File: src/hw/rtl/sha256sh_pkg.sv
// Shared types, constants and round functions for the SHA-256 stream hasher.
// No dependencies; imported by the controller, the datapath and the top level.
`timescale 1ns / 1ps

package sha256sh_pkg;

  localparam int unsigned BlockBytes = 64;
  localparam int unsigned FillBits   = 6;

  localparam logic [FillBits-1:0] FILL_LAST = 6'd63;
  localparam logic [5:0]          ROUND_LAST = 6'd63;
  localparam logic [2:0]          WORD_LAST  = 3'd7;
  localparam logic [7:0]          PAD_MARK   = 8'h80;

  localparam logic [31:0] HASH_INIT [8] = '{
    32'h6a09e667, 32'hbb67ae85, 32'h3c6ef372, 32'ha54ff53a,
    32'h510e527f, 32'h9b05688c, 32'h1f83d9ab, 32'h5be0cd19
  };

  localparam logic [31:0] ROUND_K [64] = '{
    32'h428a2f98, 32'h71374491, 32'hb5c0fbcf, 32'he9b5dba5,
    32'h3956c25b, 32'h59f111f1, 32'h923f82a4, 32'hab1c5ed5,
    32'hd807aa98, 32'h12835b01, 32'h243185be, 32'h550c7dc3,
    32'h72be5d74, 32'h80deb1fe, 32'h9bdc06a7, 32'hc19bf174,
    32'he49b69c1, 32'hefbe4786, 32'h0fc19dc6, 32'h240ca1cc,
    32'h2de92c6f, 32'h4a7484aa, 32'h5cb0a9dc, 32'h76f988da,
    32'h983e5152, 32'ha831c66d, 32'hb00327c8, 32'hbf597fc7,
    32'hc6e00bf3, 32'hd5a79147, 32'h06ca6351, 32'h14292967,
    32'h27b70a85, 32'h2e1b2138, 32'h4d2c6dfc, 32'h53380d13,
    32'h650a7354, 32'h766a0abb, 32'h81c2c92e, 32'h92722c85,
    32'ha2bfe8a1, 32'ha81a664b, 32'hc24b8b70, 32'hc76c51a3,
    32'hd192e819, 32'hd6990624, 32'hf40e3585, 32'h106aa070,
    32'h19a4c116, 32'h1e376c08, 32'h2748774c, 32'h34b0bcb5,
    32'h391c0cb3, 32'h4ed8aa4a, 32'h5b9cca4f, 32'h682e6ff3,
    32'h748f82ee, 32'h78a5636f, 32'h84c87814, 32'h8cc70208,
    32'h90befffa, 32'ha4506ceb, 32'hbef9a3f7, 32'hc67178f2
  };

  typedef enum logic [5:0] {
    ST_IDLE  = 6'b000001,
    ST_LOAD  = 6'b000010,
    ST_ROUND = 6'b000100,
    ST_ADD   = 6'b001000,
    ST_PAD   = 6'b010000,
    ST_OUT   = 6'b100000
  } state_e;

  // Controller to datapath
  typedef struct packed {
    logic absorb;       // shift the input byte in and count it
    logic pad_shift;    // shift a padding byte in
    logic pad_first;    // this padding byte is the end marker
    logic len_blk_set;  // the next block carries the length field
    logic start;        // load schedule window and working variables
    logic round;        // run one compression round
    logic finish;       // fold working variables into the hash
    logic word_adv;     // digest word taken
    logic msg_clear;    // back to the initial message state
  } cmd_t;

  // Datapath to controller
  typedef struct packed {
    logic [FillBits-1:0] fill;
    logic                len_blk;
    logic                round_last;
    logic                word_last;
  } sts_t;

  function automatic logic [31:0] rotr(input logic [31:0] x, input int unsigned n);
    rotr = (x >> n) | (x << (32 - n));
  endfunction

  function automatic logic [31:0] big_s0(input logic [31:0] x);
    big_s0 = rotr(x, 2) ^ rotr(x, 13) ^ rotr(x, 22);
  endfunction

  function automatic logic [31:0] big_s1(input logic [31:0] x);
    big_s1 = rotr(x, 6) ^ rotr(x, 11) ^ rotr(x, 25);
  endfunction

  function automatic logic [31:0] small_s0(input logic [31:0] x);
    small_s0 = rotr(x, 7) ^ rotr(x, 18) ^ (x >> 3);
  endfunction

  function automatic logic [31:0] small_s1(input logic [31:0] x);
    small_s1 = rotr(x, 17) ^ rotr(x, 19) ^ (x >> 10);
  endfunction

  function automatic logic [31:0] ch(input logic [31:0] e, input logic [31:0] f,
                                     input logic [31:0] g);
    ch = (e & f) ^ (~e & g);
  endfunction

  function automatic logic [31:0] maj(input logic [31:0] a, input logic [31:0] b,
                                      input logic [31:0] c);
    maj = (a & b) ^ (a & c) ^ (b & c);
  endfunction

endpackage

File: src/hw/rtl/sha256sh_ctrl.sv
// Sequencing state machine for the SHA-256 stream hasher.
// Depends on sha256sh_pkg; drives the datapath through cmd_t, watches sts_t.
`timescale 1ns / 1ps

module sha256sh_ctrl
  import sha256sh_pkg::*;
(
  input  logic clk_i,
  input  logic rst_ni,
  input  logic in_valid_i,
  output logic in_ready_o,
  input  logic byte_present_i,
  input  logic end_of_message_i,
  output logic out_valid_o,
  input  logic out_ready_i,
  input  sts_t sts_i,
  output cmd_t cmd_o
);

  state_e state_q, state_d;
  logic   eom_pend_q, eom_pend_d;
  logic   pad_started_q, pad_started_d;
  logic   final_q, final_d;
  logic   in_acc;

  assign in_ready_o  = (state_q == ST_IDLE);
  assign out_valid_o = (state_q == ST_OUT);
  assign in_acc      = in_valid_i && in_ready_o;

  always_comb begin
    state_d       = state_q;
    eom_pend_d    = eom_pend_q;
    pad_started_d = pad_started_q;
    final_d       = final_q;
    cmd_o         = '0;
    case (state_q)
      ST_IDLE: begin
        if (in_acc) begin
          cmd_o.absorb = byte_present_i;
          if (byte_present_i && (sts_i.fill == FILL_LAST)) begin
            state_d    = ST_LOAD;
            eom_pend_d = end_of_message_i;
            final_d    = 1'b0;
          end else if (end_of_message_i) begin
            state_d       = ST_PAD;
            pad_started_d = 1'b0;
          end
        end
      end
      ST_PAD: begin
        cmd_o.pad_shift = 1'b1;
        cmd_o.pad_first = !pad_started_q;
        pad_started_d   = 1'b1;
        if (sts_i.fill == FILL_LAST) begin
          state_d = ST_LOAD;
          final_d = pad_started_q && sts_i.len_blk;
        end
      end
      ST_LOAD: begin
        cmd_o.start = 1'b1;
        state_d     = ST_ROUND;
      end
      ST_ROUND: begin
        cmd_o.round = 1'b1;
        if (sts_i.round_last) begin
          state_d = ST_ADD;
        end
      end
      ST_ADD: begin
        cmd_o.finish = 1'b1;
        if (final_q) begin
          state_d = ST_OUT;
        end else if (pad_started_q) begin
          // marker block overflowed: length goes in a block of its own
          cmd_o.len_blk_set = 1'b1;
          state_d           = ST_PAD;
        end else if (eom_pend_q) begin
          eom_pend_d = 1'b0;
          state_d    = ST_PAD;
        end else begin
          state_d = ST_IDLE;
        end
      end
      ST_OUT: begin
        if (out_ready_i) begin
          cmd_o.word_adv = 1'b1;
          if (sts_i.word_last) begin
            cmd_o.msg_clear = 1'b1;
            eom_pend_d      = 1'b0;
            pad_started_d   = 1'b0;
            final_d         = 1'b0;
            state_d         = ST_IDLE;
          end
        end
      end
      default: begin
        state_d = ST_IDLE;
      end
    endcase
  end

  always_ff @(posedge clk_i or negedge rst_ni) begin
    if (!rst_ni) begin
      state_q       <= ST_IDLE;
      eom_pend_q    <= 1'b0;
      pad_started_q <= 1'b0;
      final_q       <= 1'b0;
    end else begin
      state_q       <= state_d;
      eom_pend_q    <= eom_pend_d;
      pad_started_q <= pad_started_d;
      final_q       <= final_d;
    end
  end

`ifndef SYNTHESIS
  a_no_overlap: assert property (@(posedge clk_i) disable iff (!rst_ni)
    !(in_ready_o && out_valid_o))
    else $error("input and output handshakes open together");

  a_full_block_loads: assert property (@(posedge clk_i) disable iff (!rst_ni)
    (in_acc && byte_present_i && (sts_i.fill == FILL_LAST)) |=> (state_q == ST_LOAD))
    else $error("full block did not start a compression");

  a_rounds_end: assert property (@(posedge clk_i) disable iff (!rst_ni)
    (state_q == ST_ROUND && sts_i.round_last) |=> (state_q == ST_ADD))
    else $error("compression ran past the last round");

  a_final_emits: assert property (@(posedge clk_i) disable iff (!rst_ni)
    (state_q == ST_ADD && final_q) |=> (out_valid_o && !sts_i.fill[0] && sts_i.fill == '0))
    else $error("final compression did not lead to digest output");
`endif

endmodule

File: src/hw/rtl/sha256sh_dp.sv
// Datapath of the SHA-256 stream hasher: block shift line, schedule window,
// round logic, hash words and length counter. Depends on sha256sh_pkg.
`timescale 1ns / 1ps

module sha256sh_dp
  import sha256sh_pkg::*;
#(
  parameter int unsigned LENGTH_COUNTER_BITS = 61
) (
  input  logic        clk_i,
  input  logic        rst_ni,
  input  cmd_t        cmd_i,
  output sts_t        sts_o,
  input  logic [7:0]  data_byte_i,
  output logic [31:0] digest_word_o,
  output logic [2:0]  word_index_o,
  output logic        digest_last_o
);

  logic [8*BlockBytes-1:0]        blk_q, blk_d;
  logic [FillBits-1:0]            fill_q, fill_d;
  logic [LENGTH_COUNTER_BITS-1:0] cnt_q, cnt_d;
  logic                           len_blk_q, len_blk_d;
  logic [5:0]                     rnd_q, rnd_d;
  logic [2:0]                     widx_q, widx_d;
  logic [31:0]                    win_q [16];
  logic [31:0]                    win_d [16];
  logic [31:0]                    wv_q [8];
  logic [31:0]                    wv_d [8];
  logic [31:0]                    hash_q [8];
  logic [31:0]                    hash_d [8];

  logic [63:0] len_bits;
  logic [7:0]  len_byte, pad_byte, shift_byte;
  logic [31:0] w_next, t1, t2;

  // length field, written big-endian at block offsets 56..63
  assign len_bits = {{(64 - LENGTH_COUNTER_BITS){1'b0}}, cnt_q} << 3;
  assign len_byte = 8'(len_bits >> {~fill_q[2:0], 3'b000});

  always_comb begin
    if (cmd_i.pad_first) begin
      pad_byte = PAD_MARK;
    end else if (len_blk_q && (fill_q[5:3] == 3'b111)) begin
      pad_byte = len_byte;
    end else begin
      pad_byte = 8'h00;
    end
  end

  assign shift_byte = cmd_i.absorb ? data_byte_i : pad_byte;

  assign w_next = small_s1(win_q[14]) + win_q[9] + small_s0(win_q[1]) + win_q[0];
  assign t1 = wv_q[7] + big_s1(wv_q[4]) + ch(wv_q[4], wv_q[5], wv_q[6]) + ROUND_K[rnd_q]
            + win_q[0];
  assign t2 = big_s0(wv_q[0]) + maj(wv_q[0], wv_q[1], wv_q[2]);

  always_comb begin
    blk_d     = blk_q;
    fill_d    = fill_q;
    cnt_d     = cnt_q;
    len_blk_d = len_blk_q;
    rnd_d     = rnd_q;
    widx_d    = widx_q;
    win_d     = win_q;
    wv_d      = wv_q;
    hash_d    = hash_q;

    if (cmd_i.absorb || cmd_i.pad_shift) begin
      blk_d  = {blk_q[8*BlockBytes-9:0], shift_byte};
      fill_d = fill_q + 1'b1;
    end
    if (cmd_i.absorb) begin
      cnt_d = cnt_q + 1'b1;
    end
    if (cmd_i.pad_first) begin
      len_blk_d = (fill_q[5:3] != 3'b111);
    end
    if (cmd_i.len_blk_set) begin
      len_blk_d = 1'b1;
    end

    if (cmd_i.start) begin
      for (int i = 0; i < 16; i++) begin
        win_d[i] = blk_q[8*BlockBytes-1-32*i -: 32];
      end
      wv_d  = hash_q;
      rnd_d = '0;
    end
    if (cmd_i.round) begin
      for (int i = 0; i < 15; i++) begin
        win_d[i] = win_q[i+1];
      end
      win_d[15] = w_next;
      wv_d[7]   = wv_q[6];
      wv_d[6]   = wv_q[5];
      wv_d[5]   = wv_q[4];
      wv_d[4]   = wv_q[3] + t1;
      wv_d[3]   = wv_q[2];
      wv_d[2]   = wv_q[1];
      wv_d[1]   = wv_q[0];
      wv_d[0]   = t1 + t2;
      rnd_d     = rnd_q + 1'b1;
    end
    if (cmd_i.finish) begin
      for (int i = 0; i < 8; i++) begin
        hash_d[i] = hash_q[i] + wv_q[i];
      end
    end

    if (cmd_i.word_adv) begin
      widx_d = widx_q + 1'b1;
    end
    if (cmd_i.msg_clear) begin
      hash_d    = HASH_INIT;
      fill_d    = '0;
      cnt_d     = '0;
      len_blk_d = 1'b0;
      widx_d    = '0;
    end
  end

  always_ff @(posedge clk_i or negedge rst_ni) begin
    if (!rst_ni) begin
      fill_q    <= '0;
      cnt_q     <= '0;
      len_blk_q <= 1'b0;
      rnd_q     <= '0;
      widx_q    <= '0;
      hash_q    <= HASH_INIT;
    end else begin
      fill_q    <= fill_d;
      cnt_q     <= cnt_d;
      len_blk_q <= len_blk_d;
      rnd_q     <= rnd_d;
      widx_q    <= widx_d;
      hash_q    <= hash_d;
    end
  end

  // payload only, no reset
  always_ff @(posedge clk_i) begin
    blk_q <= blk_d;
    win_q <= win_d;
    wv_q  <= wv_d;
  end

  assign sts_o.fill       = fill_q;
  assign sts_o.len_blk    = len_blk_q;
  assign sts_o.round_last = (rnd_q == ROUND_LAST);
  assign sts_o.word_last  = (widx_q == WORD_LAST);

  assign digest_word_o = hash_q[widx_q];
  assign word_index_o  = widx_q;
  assign digest_last_o = (widx_q == WORD_LAST);

endmodule

File: src/hw/rtl/sha256_stream_hasher_unit.sv
// SHA-256 stream hasher: one message byte per input beat, digest out as eight word beats.
// Byte beats are taken back to back; the 64th byte of a block stalls the input for a compression
// (load, 64 rounds, add). End of message: 64 - fill padding shifts (64 more if the length needs its
// own block), one or two compressions, then 8 output beats at one per cycle of out_ready_i.
// Reset (async, active low): hash words to the initial values, byte count and fill to zero.
// The block buffer and round registers are not reset; padding never reads a stale byte.
`timescale 1ns / 1ps

module sha256_stream_hasher_unit
  import sha256sh_pkg::*;
#(
  parameter int unsigned LENGTH_COUNTER_BITS = 61
) (
  input  logic        clk_i,
  input  logic        rst_ni,
  // input beats: one byte, or an end mark, or both
  input  logic        in_valid_i,
  output logic        in_ready_o,
  input  logic [7:0]  data_byte_i,
  input  logic        byte_present_i,
  input  logic        end_of_message_i,
  // digest beats, word 0 first
  output logic        out_valid_o,
  input  logic        out_ready_i,
  output logic [31:0] digest_word_o,
  output logic [2:0]  word_index_o,
  output logic        digest_last_o
);

  cmd_t cmd;
  sts_t sts;

  // The controller takes a beat only in its idle state; bytes shift straight into the
  // block line, so the rate limit is the single shared round unit in the datapath.
  sha256sh_ctrl u_ctrl (
    .clk_i            (clk_i),
    .rst_ni           (rst_ni),
    .in_valid_i       (in_valid_i),
    .in_ready_o       (in_ready_o),
    .byte_present_i   (byte_present_i),
    .end_of_message_i (end_of_message_i),
    .out_valid_o      (out_valid_o),
    .out_ready_i      (out_ready_i),
    .sts_i            (sts),
    .cmd_o            (cmd)
  );

  // Holds the hash words, so the digest beats come straight from registers.
  sha256sh_dp #(
    .LENGTH_COUNTER_BITS (LENGTH_COUNTER_BITS)
  ) u_dp (
    .clk_i         (clk_i),
    .rst_ni        (rst_ni),
    .cmd_i         (cmd),
    .sts_o         (sts),
    .data_byte_i   (data_byte_i),
    .digest_word_o (digest_word_o),
    .word_index_o  (word_index_o),
    .digest_last_o (digest_last_o)
  );

endmodule

File: config.mk
export PLATFORM = sky130hd
export DESIGN_NAME = sha256_stream_hasher_unit
export DESIGN_NICKNAME = d
export VERILOG_FILES = /design/src/hw/rtl/sha256sh_pkg.sv /design/src/hw/rtl/sha256sh_ctrl.sv /design/src/hw/rtl/sha256sh_dp.sv /design/src/hw/rtl/sha256_stream_hasher_unit.sv
export SDC_FILE = /design/constraint.sdc
export NUM_CORES = 2
export LEC_CHECK = 0
export BUFFER_PORTS_ARGS = -buffer_cell sky130_fd_sc_hd__buf_2
export CORE_UTILIZATION = 57
export CTS_BUF_LIST = sky130_fd_sc_hd__clkbuf_16
export CTS_CLUSTER_DIAMETER = 30
export DETAILED_ROUTE_END_ITERATION = 8
export PLACE_DENSITY = 0.73
export SKIP_CTS_REPAIR_TIMING = 1
export SYNTH_ARGS = -nofsm -noshare
export SYNTH_HDL_FRONTEND = slang
export SYNTH_SLANG_ARGS = --single-unit
File: constraint.sdc
create_clock -name clk_i -period 28.4 [get_ports clk_i]
set_input_delay 2.84 -clock clk_i [delete_from_list [all_inputs] [get_ports clk_i]]
set_output_delay 2.84 -clock clk_i [all_outputs]
set_load 0.1 [all_outputs]
---- After elaboration in Yosys (flattened, before gate mapping) ----
Memories as Yosys holds them, arrays and structs flattened.
Cells that the tools add are included.
Widths: inputs -> output; s select.
operators by class
  equal/unequal tests ..................... 22
  bitwise operators ....................... 30
  reduce and logical (&&, ||, !) cells .... 18
  $add $sub $neg .......................... 22
  shifts and indexed selects .............. 1
  $lt $le $gt $ge ......................... 2
  mux-type cells .......................... 63
operators with widths
  kind                   count
  $mux 256               4
  $mux 512               2
  $add 32x32->32         18
  $xor 32x32->32         9
  $and 32x32->32         5
  $mux 32                4
  $mux 61                2
  $bmux 32 s3            1
  $mux 6                 12
  $shr 64x6->8           1
  $add 61x1->61 const B  1
  $pmux 6 s6             1
  $not 32->32            1
  $or 10x32->32          1
  $or 13x32->32          1
  $or 14x32->32          1
  $or 15x32->32          1
  $or 19x32->32          1
  $or 21x32->32          1
  $or 25x32->32          1
  $or 26x32->32          1
  $or 30x32->32          1
  $or 7x32->32           1
  $xor 32x22->32         1
  31 further kinds       86
word-level totals
  input bits .............................. 14
  memory bits (read-only) ................. 2048
  memories kept ........................... 1
  register bits ........................... 1622
  word-level logic and storage cells ...... 201
memories
  name              words  bits a word  rd ports  clocked after Yosys merged registers in  write ports  line               source
  (name not given)  64     32           1         0                                        0            sha256sh_dp.sv:54  assign t1 = wv_q[7] + big_s1(wv_q[4]) + ch(wv_q[4], wv_q[5], wv_q[6]) + ROUND_K[rnd_q]

---- Depth between registers and ports, before layout ----
  word-level depth ........................ 9
  mapped depth ............................ 42

---- Hierarchy ----
A second synthesis with hierarchy kept.
second synthesis, totals
  cell total of the unflattened synthesis .. 7526
  area, all modules ....................... 92785.2 um^2
by module, submodules not included
  module         cells an instance  area an instance (um^2)  seq. area each (um^2)  instances
  sha256sh_dp    7448               92124.6                  46940.0                1
  sha256sh_ctrl  78                 660.6                    226.5                  1

---- Least setup slack after synthesis ----
Ideal clock, no wire load.
  path kind ............................... reg-to-reg
  start point ............................. reg u_ctrl.state_q[1]
  end point ............................... reg u_dp.rnd_q[1]
  stages on the path, launching flop included .. 7
  arrival time ............................ 16.930 ns
  data required time ...................... 27.576 ns
  path slack .............................. 10.646 ns
  setup time .............................. 0.824 ns
  period minus slack after synthesis ...... 17.754 ns
  path buffers ............................ 1
  cell sequence ........................... dfrtp_1 > nor4_1 > nand3b_1 > clkbuf_1 > and2_1 > inv_1 > o22ai_1
between the ends
  longest elaborated chain between the ends .. 3
  elaborated cells between the ends (all ways) .. 6
  classes of those cells .................. eq/ne: 2; mux: 3; reduce/logical: 1
ends and longest elaborated chain
  item                                                line                  source
  from (decl)                                         sha256sh_ctrl.sv:20   state_e state_q, state_d;
  from (signal assigned)                              sha256sh_ctrl.sv:109  state_q <= state_d;
  $eq 6x3->1 / $eq 6x2->1 (equally long branches)     sha256sh_ctrl.sv:36   case (state_q)
  $mux 1                                              sha256sh_ctrl.sv:36
  $mux 6 / $reduce_bool 2->1 (equally long branches)  --
  to (signal assigned)                                sha256sh_dp.sv:135    rnd_q <= rnd_d;
  to (decl)                                           sha256sh_dp.sv:24     logic [5:0] rnd_q, rnd_d;
Parallel ways exist; a longest one is shown, timed or not.
A chain may end at the register's enable or synchronous reset.

==> impl_metrics.tcl <==
set metrics [dict create \
    grt_pass1_wl_um 413000 \
    fin_skew_ns 0.0906 \
    clk_latency_ns 0.96 \
    cp_slowest_cell "dfrtp_1" \
    layout_common_cells "nand2_1, edfxtp_1, a21oi_1" \
    crit_start "u_dp.rnd_q[1]" \
    die_width_um 401 \
    synth_top_area_cell "edfxtp_1" \
    synth_top_area_share 0.423 \
    cts-root-buf "clkbuf_16" \
    pin_count 52 \
    synth_nets 9265 \
    cts_tree "done" \
    finalWirelength_um 274000 \
    start_util 0.574 \
    status "finished, final reports clean" \
    htreeDepth 5 \
    core_mm2 0.158 \
    period_share 0.391 \
    cap_violations 0 \
    numCtsBuffers 358 \
    hp-start "u_dp.blk_q[120]" \
    relSlewSlack 0.248 \
    drtIter0Drc 7602 \
    syn_avg_cell_area_um2 10.5 \
    async_reset_ff_frac 0.211 \
    route.detailed.drc 0 \
    synth_area_leaders "edfxtp_1, nand2_1, dfrtp_1, ha_1, fa_1" \
    synth_simple_gate_area_frac 0.152 \
    synth_cell_types 104 \
    endpoint_kind "flop" \
    path_class "flop to flop" \
    floorplan.die.height_um 401 \
    regArea_mm2 0.0472 \
    drtAntennaViolNets 0 \
    cts.sinks 1622 \
    dpl.hpwl_um 186000 \
    antenna_found_initial 5 \
    period_needed_ns 11.11 \
    first_global_vias 67957 \
    track_usage 0.337 \
    synth-seq-cells 1622 \
    hold_class "flop to flop" \
    syn_inst 8659 \
    final_max_slew_viol_count 0 \
    die_area_mm2 0.161 \
    rsz0062_at_grt "no" \
    grt_max_degree 208 \
    syn2layout_area_growth_pct 15.1 \
    port_buffers 51 \
    crit_top_cell "fa_1" \
    cp.arrival_ns 11.72 \
    multi_input_area_mm2 0.0411 \
    synthMuxAreaShare 0.0317 \
    first_pass_iters 6 \
    max_stage_delay_ns 0.73 \
    mostFrequentLayoutCell "nand2_1" \
    grt-ovfl-total 0 \
    worstMarginPinSlew_ns 1.13 \
    mappedNetlistArea_mm2 0.0908 \
    setup_viol 0 \
    finalSetupTns_ns 0 \
    crit_path_start_kind "flop" \
    synth-adder-area-share 0.100 \
    gp_congestion 1.01 \
    yosysSeqAreaShare 0.519 \
    cts_buffer_depth 4 \
    vias 68483 \
    hold_violations 0 \
    synth-xor-area-share 0.0599 \
    std_cell_rows 146 \
    rr_startpoint "u_dp.rnd_q[1]" \
    drive_gt1_frac 0.111 \
    yosysWarnings 0 \
    path_clk_slew_ns 0.05 \
    synth_edf_count 1280 \
    ys.flop_type "edfxtp_1" \
    fin_nets 9345 \
    synth_top_family_by_area "simple AND/OR/NAND/NOR gates" \
    fmax_mhz 90.0 \
    via_per_inst 6.17 \
    synth_compound_area_frac 0.109 \
    wl_per_cell_um 24.7 \
    critical_path.max_fanout 17 \
    fillers 11687 \
    critPathRequiredTime_ns 29.01 \
]
## worst max-delay path: cells and delay by family (launching register included)
| kind | cells | cell delay, ns |
|---|---|---|
| AOI/OAI and AO/OA | 15 | 3.49 |
| adders and majority gates | 7 | 3.14 |
| and+or+nand+nor | 8 | 1.45 |
| buffers and inverters | 3 | 0.88 |
| DFF | 1 | 0.73 |
| xor gates and xnor gates | 3 | 0.55 |
| muxes | 1 | 0.53 |
## metal layers
| metal | vias to the layer above | wire length (µm) | GRT usage |
|---|---|---|---|
| li1 | 30612 | - | - |
| met1 | 33795 | 105000 | 0.428 |
| met2 | 3262 | 128000 | 0.538 |
| met3 | 812 | 22400 | 0.0654 |
| met4 | 2 | 17900 | 0.204 |
| met5 | - | 16 | 0 |
## sequential cells by signal (all words and copies together), names as in the netlist
register	cells
u_ctrl.eom_pend_q	1
u_ctrl.final_q	1
u_ctrl.pad_started_q	1
u_ctrl.state_q	6
u_dp.blk_q	512
u_dp.cnt_q	61
u_dp.fill_q	6
u_dp.hash_q	256
u_dp.len_blk_q	1
u_dp.rnd_q	6
u_dp.win_q	512
u_dp.word_index_o	3
u_dp.wv_q	256
## cell families (layout without fill, tap and decap cells)
family                   count (synthesis)  count (layout)
AND/OR/NAND/NOR                       3352            3352
flip-flops                            1622            1622
AO/OA/AOI/OAI                         1582            1582
buffers and inverters                  691            1054
XOR/XNOR                               621             621
adder cells (fa/ha/maj)                616             616
multiplexers                           175             175
other                                    0               1
## final timing paths
kind | to | slack (ns) | depth (start not counted)
worst max-delay path | u_dp.wv_q[255] | 17.29 | 37
worst min-delay path | u_dp.blk_q[128] | 0.40 | 0
worst max register to register | u_dp.wv_q[255] | 17.29 | 37
worst min register to register | u_dp.blk_q[128] | 0.40 | 0
max in group asynchronous | u_dp.hash_q[215] | 24.43 | 3
min in group asynchronous | u_dp.hash_q[106] | 1.91 | 1
## final cells by class
type | count | share of cell area
Clock inverter | 279 | 0.0250
Timing Repair Buffer | 128 | 0.00866
Sequential cell | 1622 | 0.451
Inverter | 283 | 0.0102
Multi-Input combinational cell | 6346 | 0.393
Antenna cell | 1 | 0.0000239
Tap cell | 2072 | 0.0248
Clock buffer | 364 | 0.0871
## Yosys cell counts, types with 114 or more instances
library cell  number
a21o_1           159
a21oi_1          445
clkbuf_1         361
dfrtp_1          205
dfstp_2          137
edfxtp_1        1280
fa_1             195
ha_1             397
inv_1            278
nand2_1         2480
nor2_1           341
nor3_1           114
o21ai_0          393
xnor2_1          381
xor2_1           240
## through the flow
stage / area, µm² / instances / utilization / hold WS, ns / worst slack, ns
finish: 105000 / 11095 / 0.661 / 0.403 / 17.29
global route: 105000 / 11094 / 0.661 / 0.418 / 16.80
CTS: 105000 / 11094 / 0.661 / 0.408 / 17.43
detailed placement: 92900 / 10451 / 0.587 / 0.431 / 17.54
global placement: 92900 / 10451 / 0.587 / 0.429 / 17.68
floorplan: 90800 / 8659 / - / 0.426 / 10.65
Power is not shown: default switching activity piles up to over one toggle a cycle in this logic, so the estimate is an artifact.
